File: src/sv/sha256_pkg.sv
// Shared constants, types and round functions for the SHA-256 engine.
package sha256_pkg;

    localparam int ROUNDS     = 64;
    localparam int WIN_WORDS  = 16;
    localparam int HASH_WORDS = 8;

    localparam logic [7:0] PAD_MARK_BYTE = 8'h80;

    typedef logic [1:0] pad_sel_t;
    localparam pad_sel_t PAD_ZERO = 2'd0;
    localparam pad_sel_t PAD_MARK = 2'd1;
    localparam pad_sel_t PAD_LEN  = 2'd2;

    localparam logic [31:0] ROUND_K [ROUNDS] = '{
        32'h428a2f98, 32'h71374491, 32'hb5c0fbcf, 32'he9b5dba5,
        32'h3956c25b, 32'h59f111f1, 32'h923f82a4, 32'hab1c5ed5,
        32'hd807aa98, 32'h12835b01, 32'h243185be, 32'h550c7dc3,
        32'h72be5d74, 32'h80deb1fe, 32'h9bdc06a7, 32'hc19bf174,
        32'he49b69c1, 32'hefbe4786, 32'h0fc19dc6, 32'h240ca1cc,
        32'h2de92c6f, 32'h4a7484aa, 32'h5cb0a9dc, 32'h76f988da,
        32'h983e5152, 32'ha831c66d, 32'hb00327c8, 32'hbf597fc7,
        32'hc6e00bf3, 32'hd5a79147, 32'h06ca6351, 32'h14292967,
        32'h27b70a85, 32'h2e1b2138, 32'h4d2c6dfc, 32'h53380d13,
        32'h650a7354, 32'h766a0abb, 32'h81c2c92e, 32'h92722c85,
        32'ha2bfe8a1, 32'ha81a664b, 32'hc24b8b70, 32'hc76c51a3,
        32'hd192e819, 32'hd6990624, 32'hf40e3585, 32'h106aa070,
        32'h19a4c116, 32'h1e376c08, 32'h2748774c, 32'h34b0bcb5,
        32'h391c0cb3, 32'h4ed8aa4a, 32'h5b9cca4f, 32'h682e6ff3,
        32'h748f82ee, 32'h78a5636f, 32'h84c87814, 32'h8cc70208,
        32'h90befffa, 32'ha4506ceb, 32'hbef9a3f7, 32'hc67178f2
    };

    localparam logic [31:0] INIT_H [HASH_WORDS] = '{
        32'h6a09e667, 32'hbb67ae85, 32'h3c6ef372, 32'ha54ff53a,
        32'h510e527f, 32'h9b05688c, 32'h1f83d9ab, 32'h5be0cd19
    };

    // Controller to datapath
    typedef struct packed {
        logic       shift_in;   // shift the accepted message byte into the block
        logic       shift_pad;  // shift one padding byte into the block
        pad_sel_t   pad_sel;
        logic       load_work;  // working vars <= chaining words
        logic       round_en;
        logic [5:0] rnd;
        logic       fin_add;    // chaining words += working vars
        logic       clr_msg;    // back to initial hash, zero length
        logic [2:0] out_idx;
    } cmd_t;

    // Datapath to controller
    typedef struct packed {
        logic [5:0] fill;
    } sts_t;

    function automatic logic [31:0] rotr(input logic [31:0] v, input int s);
        rotr = (v >> s) | (v << (32 - s));
    endfunction

    function automatic logic [31:0] big_sigma0(input logic [31:0] a);
        big_sigma0 = rotr(a, 2) ^ rotr(a, 13) ^ rotr(a, 22);
    endfunction

    function automatic logic [31:0] big_sigma1(input logic [31:0] e);
        big_sigma1 = rotr(e, 6) ^ rotr(e, 11) ^ rotr(e, 25);
    endfunction

    function automatic logic [31:0] small_sigma0(input logic [31:0] x);
        small_sigma0 = rotr(x, 7) ^ rotr(x, 18) ^ (x >> 3);
    endfunction

    function automatic logic [31:0] small_sigma1(input logic [31:0] x);
        small_sigma1 = rotr(x, 17) ^ rotr(x, 19) ^ (x >> 10);
    endfunction

endpackage

File: src/sv/sha256_dp.sv
// Datapath: 64-byte block shift line / schedule window, round logic, chaining words.
module sha256_dp
    import sha256_pkg::*;
(
    input  logic        clk,
    input  logic        rst_n,
    input  cmd_t        cmd,
    input  logic [7:0]  data_byte,
    output sts_t        sts,
    output logic [31:0] digest_word
);

    logic [31:0] w_reg [WIN_WORDS];
    logic [31:0] w_next [WIN_WORDS];
    logic [31:0] v_reg [HASH_WORDS];
    logic [31:0] v_next [HASH_WORDS];
    logic [31:0] h_reg [HASH_WORDS];
    logic [31:0] h_next [HASH_WORDS];
    logic [60:0] len_reg;
    logic [60:0] len_next;
    logic [5:0]  fill_reg;
    logic [5:0]  fill_next;

    logic [63:0] bit_len;
    logic [7:0]  len_byte;
    logic [7:0]  pad_byte;
    logic [7:0]  new_byte;
    logic [31:0] sched_word;
    logic [31:0] t1;
    logic [31:0] t2;
    logic [31:0] ch;
    logic [31:0] maj;

    assign bit_len  = {len_reg, 3'b000};
    // length bytes land at block positions 56..63, most significant first
    assign len_byte = bit_len[{3'd7 - fill_reg[2:0], 3'b000} +: 8];

    always_comb
    begin
        case (cmd.pad_sel)
            PAD_MARK: pad_byte = PAD_MARK_BYTE;
            PAD_LEN:  pad_byte = len_byte;
            default:  pad_byte = 8'h00;
        endcase
    end

    assign new_byte = cmd.shift_in ? data_byte : pad_byte;

    assign sched_word = w_reg[0] + small_sigma0(w_reg[1]) + w_reg[9]
                      + small_sigma1(w_reg[14]);

    assign ch  = (v_reg[4] & v_reg[5]) ^ (~v_reg[4] & v_reg[6]);
    assign maj = (v_reg[0] & v_reg[1]) ^ (v_reg[0] & v_reg[2]) ^ (v_reg[1] & v_reg[2]);
    assign t1  = v_reg[7] + big_sigma1(v_reg[4]) + ch + ROUND_K[cmd.rnd] + w_reg[0];
    assign t2  = big_sigma0(v_reg[0]) + maj;

    always_comb
    begin
        for (int j = 0; j < WIN_WORDS; j++)
        begin
            w_next[j] = w_reg[j];
        end
        if (cmd.shift_in || cmd.shift_pad)
        begin
            for (int j = 0; j < WIN_WORDS - 1; j++)
            begin
                w_next[j] = {w_reg[j][23:0], w_reg[j+1][31:24]};
            end
            w_next[WIN_WORDS-1] = {w_reg[WIN_WORDS-1][23:0], new_byte};
        end
        else if (cmd.round_en)
        begin
            for (int j = 0; j < WIN_WORDS - 1; j++)
            begin
                w_next[j] = w_reg[j+1];
            end
            w_next[WIN_WORDS-1] = sched_word;
        end
    end

    always_comb
    begin
        for (int j = 0; j < HASH_WORDS; j++)
        begin
            v_next[j] = v_reg[j];
            h_next[j] = h_reg[j];
        end
        if (cmd.load_work)
        begin
            for (int j = 0; j < HASH_WORDS; j++)
            begin
                v_next[j] = h_reg[j];
            end
        end
        else if (cmd.round_en)
        begin
            v_next[7] = v_reg[6];
            v_next[6] = v_reg[5];
            v_next[5] = v_reg[4];
            v_next[4] = v_reg[3] + t1;
            v_next[3] = v_reg[2];
            v_next[2] = v_reg[1];
            v_next[1] = v_reg[0];
            v_next[0] = t1 + t2;
        end
        if (cmd.fin_add)
        begin
            for (int j = 0; j < HASH_WORDS; j++)
            begin
                h_next[j] = h_reg[j] + v_reg[j];
            end
        end
        else if (cmd.clr_msg)
        begin
            for (int j = 0; j < HASH_WORDS; j++)
            begin
                h_next[j] = INIT_H[j];
            end
        end
    end

    always_comb
    begin
        fill_next = fill_reg;
        len_next  = len_reg;
        if (cmd.shift_in || cmd.shift_pad)
        begin
            fill_next = fill_reg + 6'd1;
        end
        if (cmd.shift_in)
        begin
            len_next = len_reg + 61'd1;
        end
        else if (cmd.clr_msg)
        begin
            len_next = '0;
        end
    end

    always_ff @(posedge clk or negedge rst_n)
    begin
        if (!rst_n)
        begin
            for (int j = 0; j < HASH_WORDS; j++)
            begin
                h_reg[j] <= INIT_H[j];
            end
            len_reg  <= '0;
            fill_reg <= '0;
        end
        else
        begin
            h_reg    <= h_next;
            len_reg  <= len_next;
            fill_reg <= fill_next;
        end
    end

    always_ff @(posedge clk)
    begin
        w_reg <= w_next;
        v_reg <= v_next;
    end

    assign sts.fill    = fill_reg;
    assign digest_word = h_reg[cmd.out_idx];

endmodule

File: src/sv/sha256_ctrl.sv
// Controller: byte intake, padding sequence, round count and digest output.
module sha256_ctrl
    import sha256_pkg::*;
(
    input  logic clk,
    input  logic rst_n,
    input  logic in_valid,
    output logic in_ready,
    input  logic has_byte,
    input  logic is_last,
    output logic out_valid,
    input  logic out_ready,
    output logic is_last_word,
    input  sts_t sts,
    output cmd_t cmd
);

    localparam logic [2:0] ST_IDLE = 3'd0;
    localparam logic [2:0] ST_PAD  = 3'd1;
    localparam logic [2:0] ST_CLD  = 3'd2;
    localparam logic [2:0] ST_CRND = 3'd3;
    localparam logic [2:0] ST_CFIN = 3'd4;
    localparam logic [2:0] ST_OUT  = 3'd5;

    logic [2:0] state_reg;
    logic [2:0] state_next;
    logic [5:0] rnd_reg;
    logic [5:0] rnd_next;
    logic [2:0] idx_reg;
    logic [2:0] idx_next;
    logic       pad_pend_reg;
    logic       pad_pend_next;
    logic       pad_first_reg;
    logic       pad_first_next;
    logic       len_ok_reg;
    logic       len_ok_next;
    logic       final_reg;
    logic       final_next;

    logic       in_xact;
    logic       out_xact;
    logic       block_full;

    assign in_ready   = (state_reg == ST_IDLE);
    assign out_valid  = (state_reg == ST_OUT);
    assign in_xact    = in_valid && in_ready;
    assign out_xact   = out_valid && out_ready;
    assign block_full = (sts.fill == 6'd63);
    assign is_last_word = (idx_reg == 3'd7);

    always_comb
    begin
        state_next     = state_reg;
        rnd_next       = rnd_reg;
        idx_next       = idx_reg;
        pad_pend_next  = pad_pend_reg;
        pad_first_next = pad_first_reg;
        len_ok_next    = len_ok_reg;
        final_next     = final_reg;

        cmd           = '0;
        cmd.rnd       = rnd_reg;
        cmd.out_idx   = idx_reg;
        cmd.pad_sel   = PAD_ZERO;

        case (state_reg)
            ST_IDLE:
            begin
                if (in_xact)
                begin
                    cmd.shift_in = has_byte;
                    if (is_last)
                    begin
                        pad_pend_next  = 1'b1;
                        pad_first_next = 1'b1;
                    end
                    if (has_byte && block_full)
                    begin
                        final_next = 1'b0;
                        state_next = ST_CLD;
                    end
                    else if (is_last)
                    begin
                        state_next = ST_PAD;
                    end
                end
            end
            ST_PAD:
            begin
                cmd.shift_pad = 1'b1;
                if (pad_first_reg)
                begin
                    cmd.pad_sel    = PAD_MARK;
                    pad_first_next = 1'b0;
                    // room for the length field only if the marker lands before byte 56
                    len_ok_next    = (sts.fill <= 6'd55);
                end
                else if (len_ok_reg && sts.fill >= 6'd56)
                begin
                    cmd.pad_sel = PAD_LEN;
                end
                if (block_full)
                begin
                    final_next = !pad_first_reg && len_ok_reg;
                    state_next = ST_CLD;
                end
            end
            ST_CLD:
            begin
                cmd.load_work = 1'b1;
                rnd_next      = '0;
                state_next    = ST_CRND;
            end
            ST_CRND:
            begin
                cmd.round_en = 1'b1;
                rnd_next     = rnd_reg + 6'd1;
                if (rnd_reg == 6'(ROUNDS - 1))
                begin
                    state_next = ST_CFIN;
                end
            end
            ST_CFIN:
            begin
                cmd.fin_add = 1'b1;
                if (final_reg)
                begin
                    idx_next   = '0;
                    state_next = ST_OUT;
                end
                else if (pad_pend_reg)
                begin
                    // second padding block always carries the length
                    len_ok_next = 1'b1;
                    state_next  = ST_PAD;
                end
                else
                begin
                    state_next = ST_IDLE;
                end
            end
            ST_OUT:
            begin
                if (out_xact)
                begin
                    idx_next = idx_reg + 3'd1;
                    if (is_last_word)
                    begin
                        cmd.clr_msg   = 1'b1;
                        pad_pend_next = 1'b0;
                        final_next    = 1'b0;
                        state_next    = ST_IDLE;
                    end
                end
            end
            default:
            begin
                state_next = ST_IDLE;
            end
        endcase
    end

    always_ff @(posedge clk or negedge rst_n)
    begin
        if (!rst_n)
        begin
            state_reg     <= ST_IDLE;
            rnd_reg       <= '0;
            idx_reg       <= '0;
            pad_pend_reg  <= 1'b0;
            pad_first_reg <= 1'b0;
            len_ok_reg    <= 1'b0;
            final_reg     <= 1'b0;
        end
        else
        begin
            state_reg     <= state_next;
            rnd_reg       <= rnd_next;
            idx_reg       <= idx_next;
            pad_pend_reg  <= pad_pend_next;
            pad_first_reg <= pad_first_next;
            len_ok_reg    <= len_ok_next;
            final_reg     <= final_next;
        end
    end

endmodule

File: src/sv/sha256_hash_engine_top.sv
// Top level of the streaming SHA-256 engine.
//
//  channel | direction | handshake            | payload
//  --------+-----------+----------------------+-------------------------------
//  in      | input     | in_valid / in_ready  | data_byte, has_byte, is_last
//  out     | output    | out_valid / out_ready| digest_word, is_last_word
//
// A transaction without is_last only shifts its byte in; one that completes a
// 64-byte block adds a compression (work load, 64 rounds of the single round unit,
// feed-forward add). On is_last the pad bytes go through the block shift line at one
// byte per cycle; a marker that lands at byte 56 or later leaves no room for the
// length, so a further block carries it. Finishing takes one or two compressions and
// 8 output transactions. One transaction is in flight at a time: in_ready is low from
// acceptance of a block-completing or last transaction until the block is ready for
// the next byte or the digest is out. Reset leaves the initial hash values loaded;
// no clearing pass is needed. A stalled output holds the digest word until out_ready.
module sha256_hash_engine_top
    import sha256_pkg::*;
(
    input  logic        clk,
    input  logic        rst_n,
    input  logic        in_valid,
    output logic        in_ready,
    input  logic [7:0]  data_byte,
    input  logic        has_byte,
    input  logic        is_last,
    output logic        out_valid,
    input  logic        out_ready,
    output logic [31:0] digest_word,
    output logic        is_last_word
);

    cmd_t cmd;
    sts_t sts;

    sha256_ctrl u_ctrl (
        .clk          (clk),
        .rst_n        (rst_n),
        .in_valid     (in_valid),
        .in_ready     (in_ready),
        .has_byte     (has_byte),
        .is_last      (is_last),
        .out_valid    (out_valid),
        .out_ready    (out_ready),
        .is_last_word (is_last_word),
        .sts          (sts),
        .cmd          (cmd)
    );

    sha256_dp u_dp (
        .clk         (clk),
        .rst_n       (rst_n),
        .cmd         (cmd),
        .data_byte   (data_byte),
        .sts         (sts),
        .digest_word (digest_word)
    );

endmodule

File: config.mk
export PLATFORM = sky130hd
export DESIGN_NAME = sha256_hash_engine_top
export DESIGN_NICKNAME = d
export VERILOG_FILES = /design/src/sv/sha256_pkg.sv /design/src/sv/sha256_dp.sv /design/src/sv/sha256_ctrl.sv /design/src/sv/sha256_hash_engine_top.sv
export SDC_FILE = /design/constraint.sdc
export NUM_CORES = 2
export LEC_CHECK = 0
export BUFFER_PORTS_ARGS = -buffer_cell sky130_fd_sc_hd__clkbuf_2
export CAP_MARGIN = 20
export CORE_MARGIN = 10
export CORE_UTILIZATION = 50
export DETAILED_ROUTE_END_ITERATION = 8
export PLACE_DENSITY = 0.73
export SYNTH_ARGS = -nofsm -noshare
export SYNTH_HDL_FRONTEND = slang
export SYNTH_SLANG_ARGS = --single-unit
export TNS_END_PERCENT = 1
File: constraint.sdc
create_clock -name clk -period 20.5 [get_ports clk]
set_input_delay 4.1 -clock clk [delete_from_list [all_inputs] [get_ports clk]]
set_output_delay 4.1 -clock clk [all_outputs]
set_load 0.005 [all_outputs]
Word-level counts from Yosys, hierarchy flattened
Memories as Yosys holds them, arrays and structs flattened.
Cells that the tools add are included.
{"block": "totals", "register_bits": 1107, "latch_bits": 0, "ramBits": 0, "romBits": 2048, "output_inout_bits": 35, "word_cells": 199, "memories": 1}
{"name": "(no name shown)", "depth": 64, "width": 32, "read_ports": 1, "rd_ports_with_merged_regs": 0, "write_ports": 0, "line_no": "sha256_dp.sv:54", "rtl": "assign t1 = v_reg[7] + big_sigma1(v_reg[4]) + ch + ROUND_K[cmd.rnd] + w_reg[0];"}
{"block": "classes", "n_addsub": 23, "mul": 0, "div_mod_pow": 0, "n_lt_le_gt_ge": 4, "eq_ne": 22, "shifts": 1, "mux": 54, "bitwise_logic": 29, "n_reduce_logical": 24}
{"op": "256-bit two-way mux", "n": 4}
{"op": "512-bit two-way mux", "n": 2}
{"op": "32-bit adder", "n": 18}
{"op": "32-bit XOR", "n": 9}
{"op": "32-bit AND", "n": 5}
{"op": "32-bit two-way mux", "n": 4}
{"op": "61-bit two-way mux", "n": 2}
{"op": "32-bit binary-select mux with 3-bit select", "n": 1}
{"op": "64-bit by 7-bit indexed part select with 8-bit output", "n": 1}
{"op": "61-bit by 1-bit adder with 61-bit output (second input constant)", "n": 1}
{"op": "3-bit two-way mux", "n": 11}
{"op": "32-bit inverter", "n": 1}
{"op": "10-bit by 32-bit OR with 32-bit output", "n": 1}
{"op": "13-bit by 32-bit OR with 32-bit output", "n": 1}
{"op": "14-bit by 32-bit OR with 32-bit output", "n": 1}
{"op": "15-bit by 32-bit OR with 32-bit output", "n": 1}
{"op": "19-bit by 32-bit OR with 32-bit output", "n": 1}
{"op": "21-bit by 32-bit OR with 32-bit output", "n": 1}
{"op": "25-bit by 32-bit OR with 32-bit output", "n": 1}
{"op": "26-bit by 32-bit OR with 32-bit output", "n": 1}
{"op": "30-bit by 32-bit OR with 32-bit output", "n": 1}
{"op": "7-bit by 32-bit OR with 32-bit output", "n": 1}
{"op": "32-bit by 22-bit XOR with 32-bit output", "n": 1}
{"op": "32-bit by 29-bit XOR with 32-bit output", "n": 1}
{"op": "other kinds (37)", "n": 86}

Logic depth before layout (Yosys ltp)
{"block": "logic_depth", "depth_word": 10, "depth_mapped": 41, "depth_no_buf": 40}

Cells and area by module
A second synthesis with hierarchy kept.
{"block": "unflattened", "cells_unflattened": 7965, "hier_area_um2": 76353.2}
{"module": "sha256_dp", "instances": 1, "cells_per_inst": 7856, "area_per_inst_um2": 75396.1}
{"module": "sha256_ctrl", "instances": 1, "cells_per_inst": 109, "area_per_inst_um2": 957.2}

Worst setup path after synthesis
No wires, ideal clock.
{"block": "synth_path", "path_type": "input-to-reg", "from": "in has_byte", "to": "reg u_dp.w_reg[0] (netlist name) (enable)", "setup_time_ps": 3625, "arrival_time_ps": 13599, "t_required_ps": 16875, "slack_ps": 3276, "path_stages": 6, "cell_sequence": "and3_1 clkbuf_1 nor2_1 clkbuf_1 clkbuf_1 nand2_1"}
{"block": "synth_between", "elab_chain_cells": 4}
{"element": "start: declaration", "line_no": "sha256_hash_engine_top.sv:25", "rtl": "input logic has_byte,"}
{"element": "1-bit two-way mux", "line_no": "sha256_ctrl.sv:69", "rtl": "if (in_xact)"}
{"element": "1-bit two-way mux", "line_no": "sha256_ctrl.sv:66", "rtl": "case (state_reg)"}
{"element": "1-bit logical OR", "line_no": "sha256_dp.sv:63", "rtl": "if (cmd.shift_in || cmd.shift_pad)"}
{"element": "2-bit nonzero test (no source line)"}
{"element": "end signal: assignment", "line_no": "sha256_dp.sv:161", "rtl": "w_reg <= w_next;"}
{"element": "end: declaration", "line_no": "sha256_dp.sv:13", "rtl": "logic [31:0] w_reg [WIN_WORDS];"}
Every way passes these cells.
A chain may end at the register's enable or synchronous reset.

==> flow_summary.rst <==
.. list-table::
   :header-rows: 1

   * - Metric
     - Value
   * - Max Clock Freq
     - 86.9 MHz
   * - Max-slew violation count
     - 0
   * - HP Class
     - reg2reg
   * - Async S/R FF share, synth
     - 30.6%
   * - Wire length of the first global-routing pass
     - about 340,000 um
   * - Gate count of the mapped netlist
     - 7,737
   * - Launch instance of the worst register-to-register path
     - u_ctrl.rnd_reg[0]
   * - Startpoint-to-endpoint class of the critical path
     - reg2reg
   * - Depth of the worst register-to-register path
     - 38
   * - Number of standard cells in the layout, taps in and fillers out
     - 9,647
   * - Length of the first detailed-routing pass in iterations
     - 6
   * - Accumulated negative setup slack
     - 0 ps
   * - Actual slew at the worst max-slew pin
     - 1200 ps
   * - I/O pin total
     - 49
   * - Cell type with the highest aggregate area in the netlist
     - edfxtp_1
   * - Clock Latency Late Sink
     - 770 ps
   * - Quantity of I/O buffers inserted on ports
     - 48
   * - Placed instance count
     - roughly 9,400
   * - Count of vias placed by the detailed router
     - between 50,000 and 60,000
   * - Total core area
     - 150,000 um2
   * - Clock tree from TritonCTS
     - built
   * - Top cell family by delay on the critical path
     - compound AO/OA/AOI/OAI gates
   * - Inserted Clock Buffers
     - 117
   * - Nets@finish
     - 8,138
   * - Max reg flops
     - ~510
   * - Number of flops mapped to enable cells by yosys
     - around 770
   * - Remaining max-slew budget at the tightest pin
     - roughly a fifth
   * - Global-route total usage across every layer
     - between 20% and 30%
   * - Worst setup path startpoint
     - u_ctrl.rnd_reg[0]
   * - Final-report hold violation count
     - 0
   * - Commonest register cell after synthesis
     - edfxtp_1
   * - Worst setup path endpoint
     - u_dp.v_reg[255]
   * - Number of hold-repair buffers added at the cts stage
     - 0
   * - Total global routing overflow
     - 0
   * - Initial antenna violation count
     - 2
   * - Data arrival time of the critical path
     - ~12,000 ps
   * - Period minus WS final
     - 11,510 ps
   * - Post-route clock period utilization
     - 56.1%
   * - Fraction of final layout cells with drive strength greater than 1
     - 10.6%
   * - Weighted congestion reported at the end of routability-driven placement
     - about 0.99
   * - Dominant combinational cell family by area after synthesis
     - simple AND/OR/NAND/NOR gates
   * - Setup repair after global routing missed its margin
     - no
   * - CTS clock-pin slew for the worst setup and hold paths
     - 60 ps
   * - Resize count post-CTS
     - 0
   * - Count of buffer and inverter cells on the critical path
     - 4
   * - Top library cells by usage in the layout, fill and taps aside
     - nand2_1 (1,801), edfxtp_1 (768), o21ai_0 (503)
   * - Final setup fails
     - 0
   * - Initial core utilization
     - 50.2%
   * - Vias in the first global route
     - 55,948
   * - Ranking of synthesized cells by area
     - edfxtp_1 (31%), nand2_1 (9.0%), dfrtp_1 (6.8%)
   * - Yosys warns
     - 0
   * - Worst-path cell with the longest stage delay
     - dfrtp_1
   * - Fill count
     - 13,236
   * - Die outline area
     - 166,000 um2
   * - Maximum fanout count along the critical path
     - 24
   * - Synthesized netlist net count
     - about 8,300
   * - Sequential fraction of the synthesis area
     - 42.2%
   * - Setup fix buffers added after clock tree synthesis
     - 0
   * - RR Endpoint
     - u_dp.v_reg[255]
   * - Deepest level of the CTS H-tree
     - 3
   * - Share of synthesized area spent on multiplexers
     - 6.80%
   * - Antenna diode instance count
     - 0
   * - Most common cell after layout, fill and taps aside
     - nand2_1
   * - Maximum clock path buffer count
     - 3
   * - First-iteration detailed-routing DRC count
     - roughly 6,900
   * - Die width
     - 408 um
   * - Post-synth design cell area
     - 75,200 um2
   * - Xor and xnor area share after synthesis
     - 6.78%
   * - CTS Sinks
     - 1,107
   * - Maximum cell stage delay along the critical path
     - 930 ps
   * - Antenna violation net count after detailed routing
     - 0
   * - Synthesized-area fraction occupied by and/or/nand/nor cells
     - 15.1%
   * - Adder-cell share of the synthesized area
     - 12.2%
   * - Result of the run
     - complete, no violations
   * - Total wire length after detailed routing
     - around 230,000 um
   * - Setup crit end kind
     - flip-flop
   * - Element type at the critical path start
     - flip-flop
   * - Detailed placer's ending HPWL
     - 165,000 um
   * - Complex-gate fraction of the synthesized area
     - 13.5%
   * - # rows
     - 142
   * - Cell count along the critical path
     - 38
   * - Most frequent cell on the critical path
     - fa_1
   * - Required time of the critical path
     - 21,010 ps
   * - Largest net degree at the start of global routing
     - approximately 250
   * - Maximum clock skew at final layout
     - 72.8 ps
   * - Number of distinct library cells after synthesis
     - 89
   * - CTS Root Cell
     - clkbuf_16
   * - Routed length per instance
     - 23.5 um
   * - Die Height
     - 408 um
   * - Total DRC errors in the routed layout
     - 0
   * - # Max-Cap Violations
     - 0
   * - Worst reg2reg setup slack
     - 8990 ps
   * - Post-synthesis average cell area
     - 9.72 um2
   * - Via count normalized by instance count
     - 6.08
   * - Top cell type's share of synthesized area
     - 30.7%
   * - Area grow syn2layout
     - 7.54%
   * - FF+latch count, synth
     - 1,107
==> cells in the mapped netlist, types with 46 or more instances <==
| master | instances |
|---|---|
| nand2_1 | 1805 |
| edfxtp_1 | 768 |
| o21ai_0 | 504 |
| a21oi_1 | 493 |
| xnor2_1 | 410 |
| ha_1 | 401 |
| clkbuf_1 | 392 |
| nor2_1 | 326 |
| mux2_2 | 259 |
| inv_1 | 241 |
| dfrtp_1 | 203 |
| fa_1 | 195 |
| a21o_1 | 185 |
| xor2_1 | 169 |
| nand3_1 | 155 |
| dfstp_2 | 136 |
| nor3_1 | 112 |
| mux4_2 | 81 |
| o21bai_1 | 71 |
| nand2b_1 | 66 |
| a31oi_1 | 48 |
| a211oi_1 | 46 |
| o31ai_1 | 46 |
==> worst min path at each step <==
| stage | from | endpoint | slack (ps) | depth (start not counted) |
|---|---|---|---|---|
| floorplan | u_dp.sts[5] | u_dp.sts[5] | 440 | 1 |
| global placement | u_dp.sts[5] | u_dp.sts[5] | 460 | 1 |
| detailed placement | u_dp.sts[5] | u_dp.sts[5] | 460 | 1 |
| CTS | u_dp.sts[5] | u_dp.sts[5] | 470 | 1 |
| finish | u_dp.sts[5] | u_dp.sts[5] | 470 | 1 |
| global route | u_dp.sts[5] | u_dp.sts[5] | 510 | 1 |
==> kinds of logic after synthesis <==
logic type	count (synthesis)
simple gates	2705
compound gates	1667
flops	1107
buf+inv	680
fa+ha+maj	621
xor+xnor	580
mux	377
==> area by class of cell <==
type | count | area [um2] | share of cell area (%)
Clock inverter | 58 | 658 | 0.814
Inverter | 243 | 920 | 1.14
Tap cell | 2016 | 2520 | 3.12
Timing Repair Buffer | 109 | 756 | 0.935
Multi-Input combinational cell | 5950 | 41000 | 50.7
Clock buffer | 164 | 3270 | 4.05
Sequential cell | 1107 | 31700 | 39.2
==> per-layer routing <==
| layer | share of wire (%) | vias to the layer above | track usage (%) | wire, um |
|---|---|---|---|---|
| li1 | - | 26829 | - | - |
| met1 | 43 | 28817 | 36.9 | 96500 |
| met2 | 44 | 2584 | 39.0 | 98600 |
| met3 | 9.6 | 464 | 5.76 | 21700 |
| met4 | 4.2 | 2 | 10.3 | 9470 |
| met5 | 0.0057 | - | 0 | 13 |
==> through the flow <==
stage / hold slack, ps / util (%) / setup slack (ps) / cell area (um2)
final: 470 / 54.0 / 8990 / 80800
after global routing: 505 / 54.0 / 8460 / 80800
after CTS: 472 / 54.0 / 9250 / 80800
after detailed placement: 458 / 51.4 / 9360 / 76900
after global placement: 457 / 51.4 / 9530 / 76900
after floorplan: 439 / - / 3280 / 75200
Power is left out: the tool's default activity adds up to more than one toggle a clock period on the data nets, which glitch-free logic cannot reach.
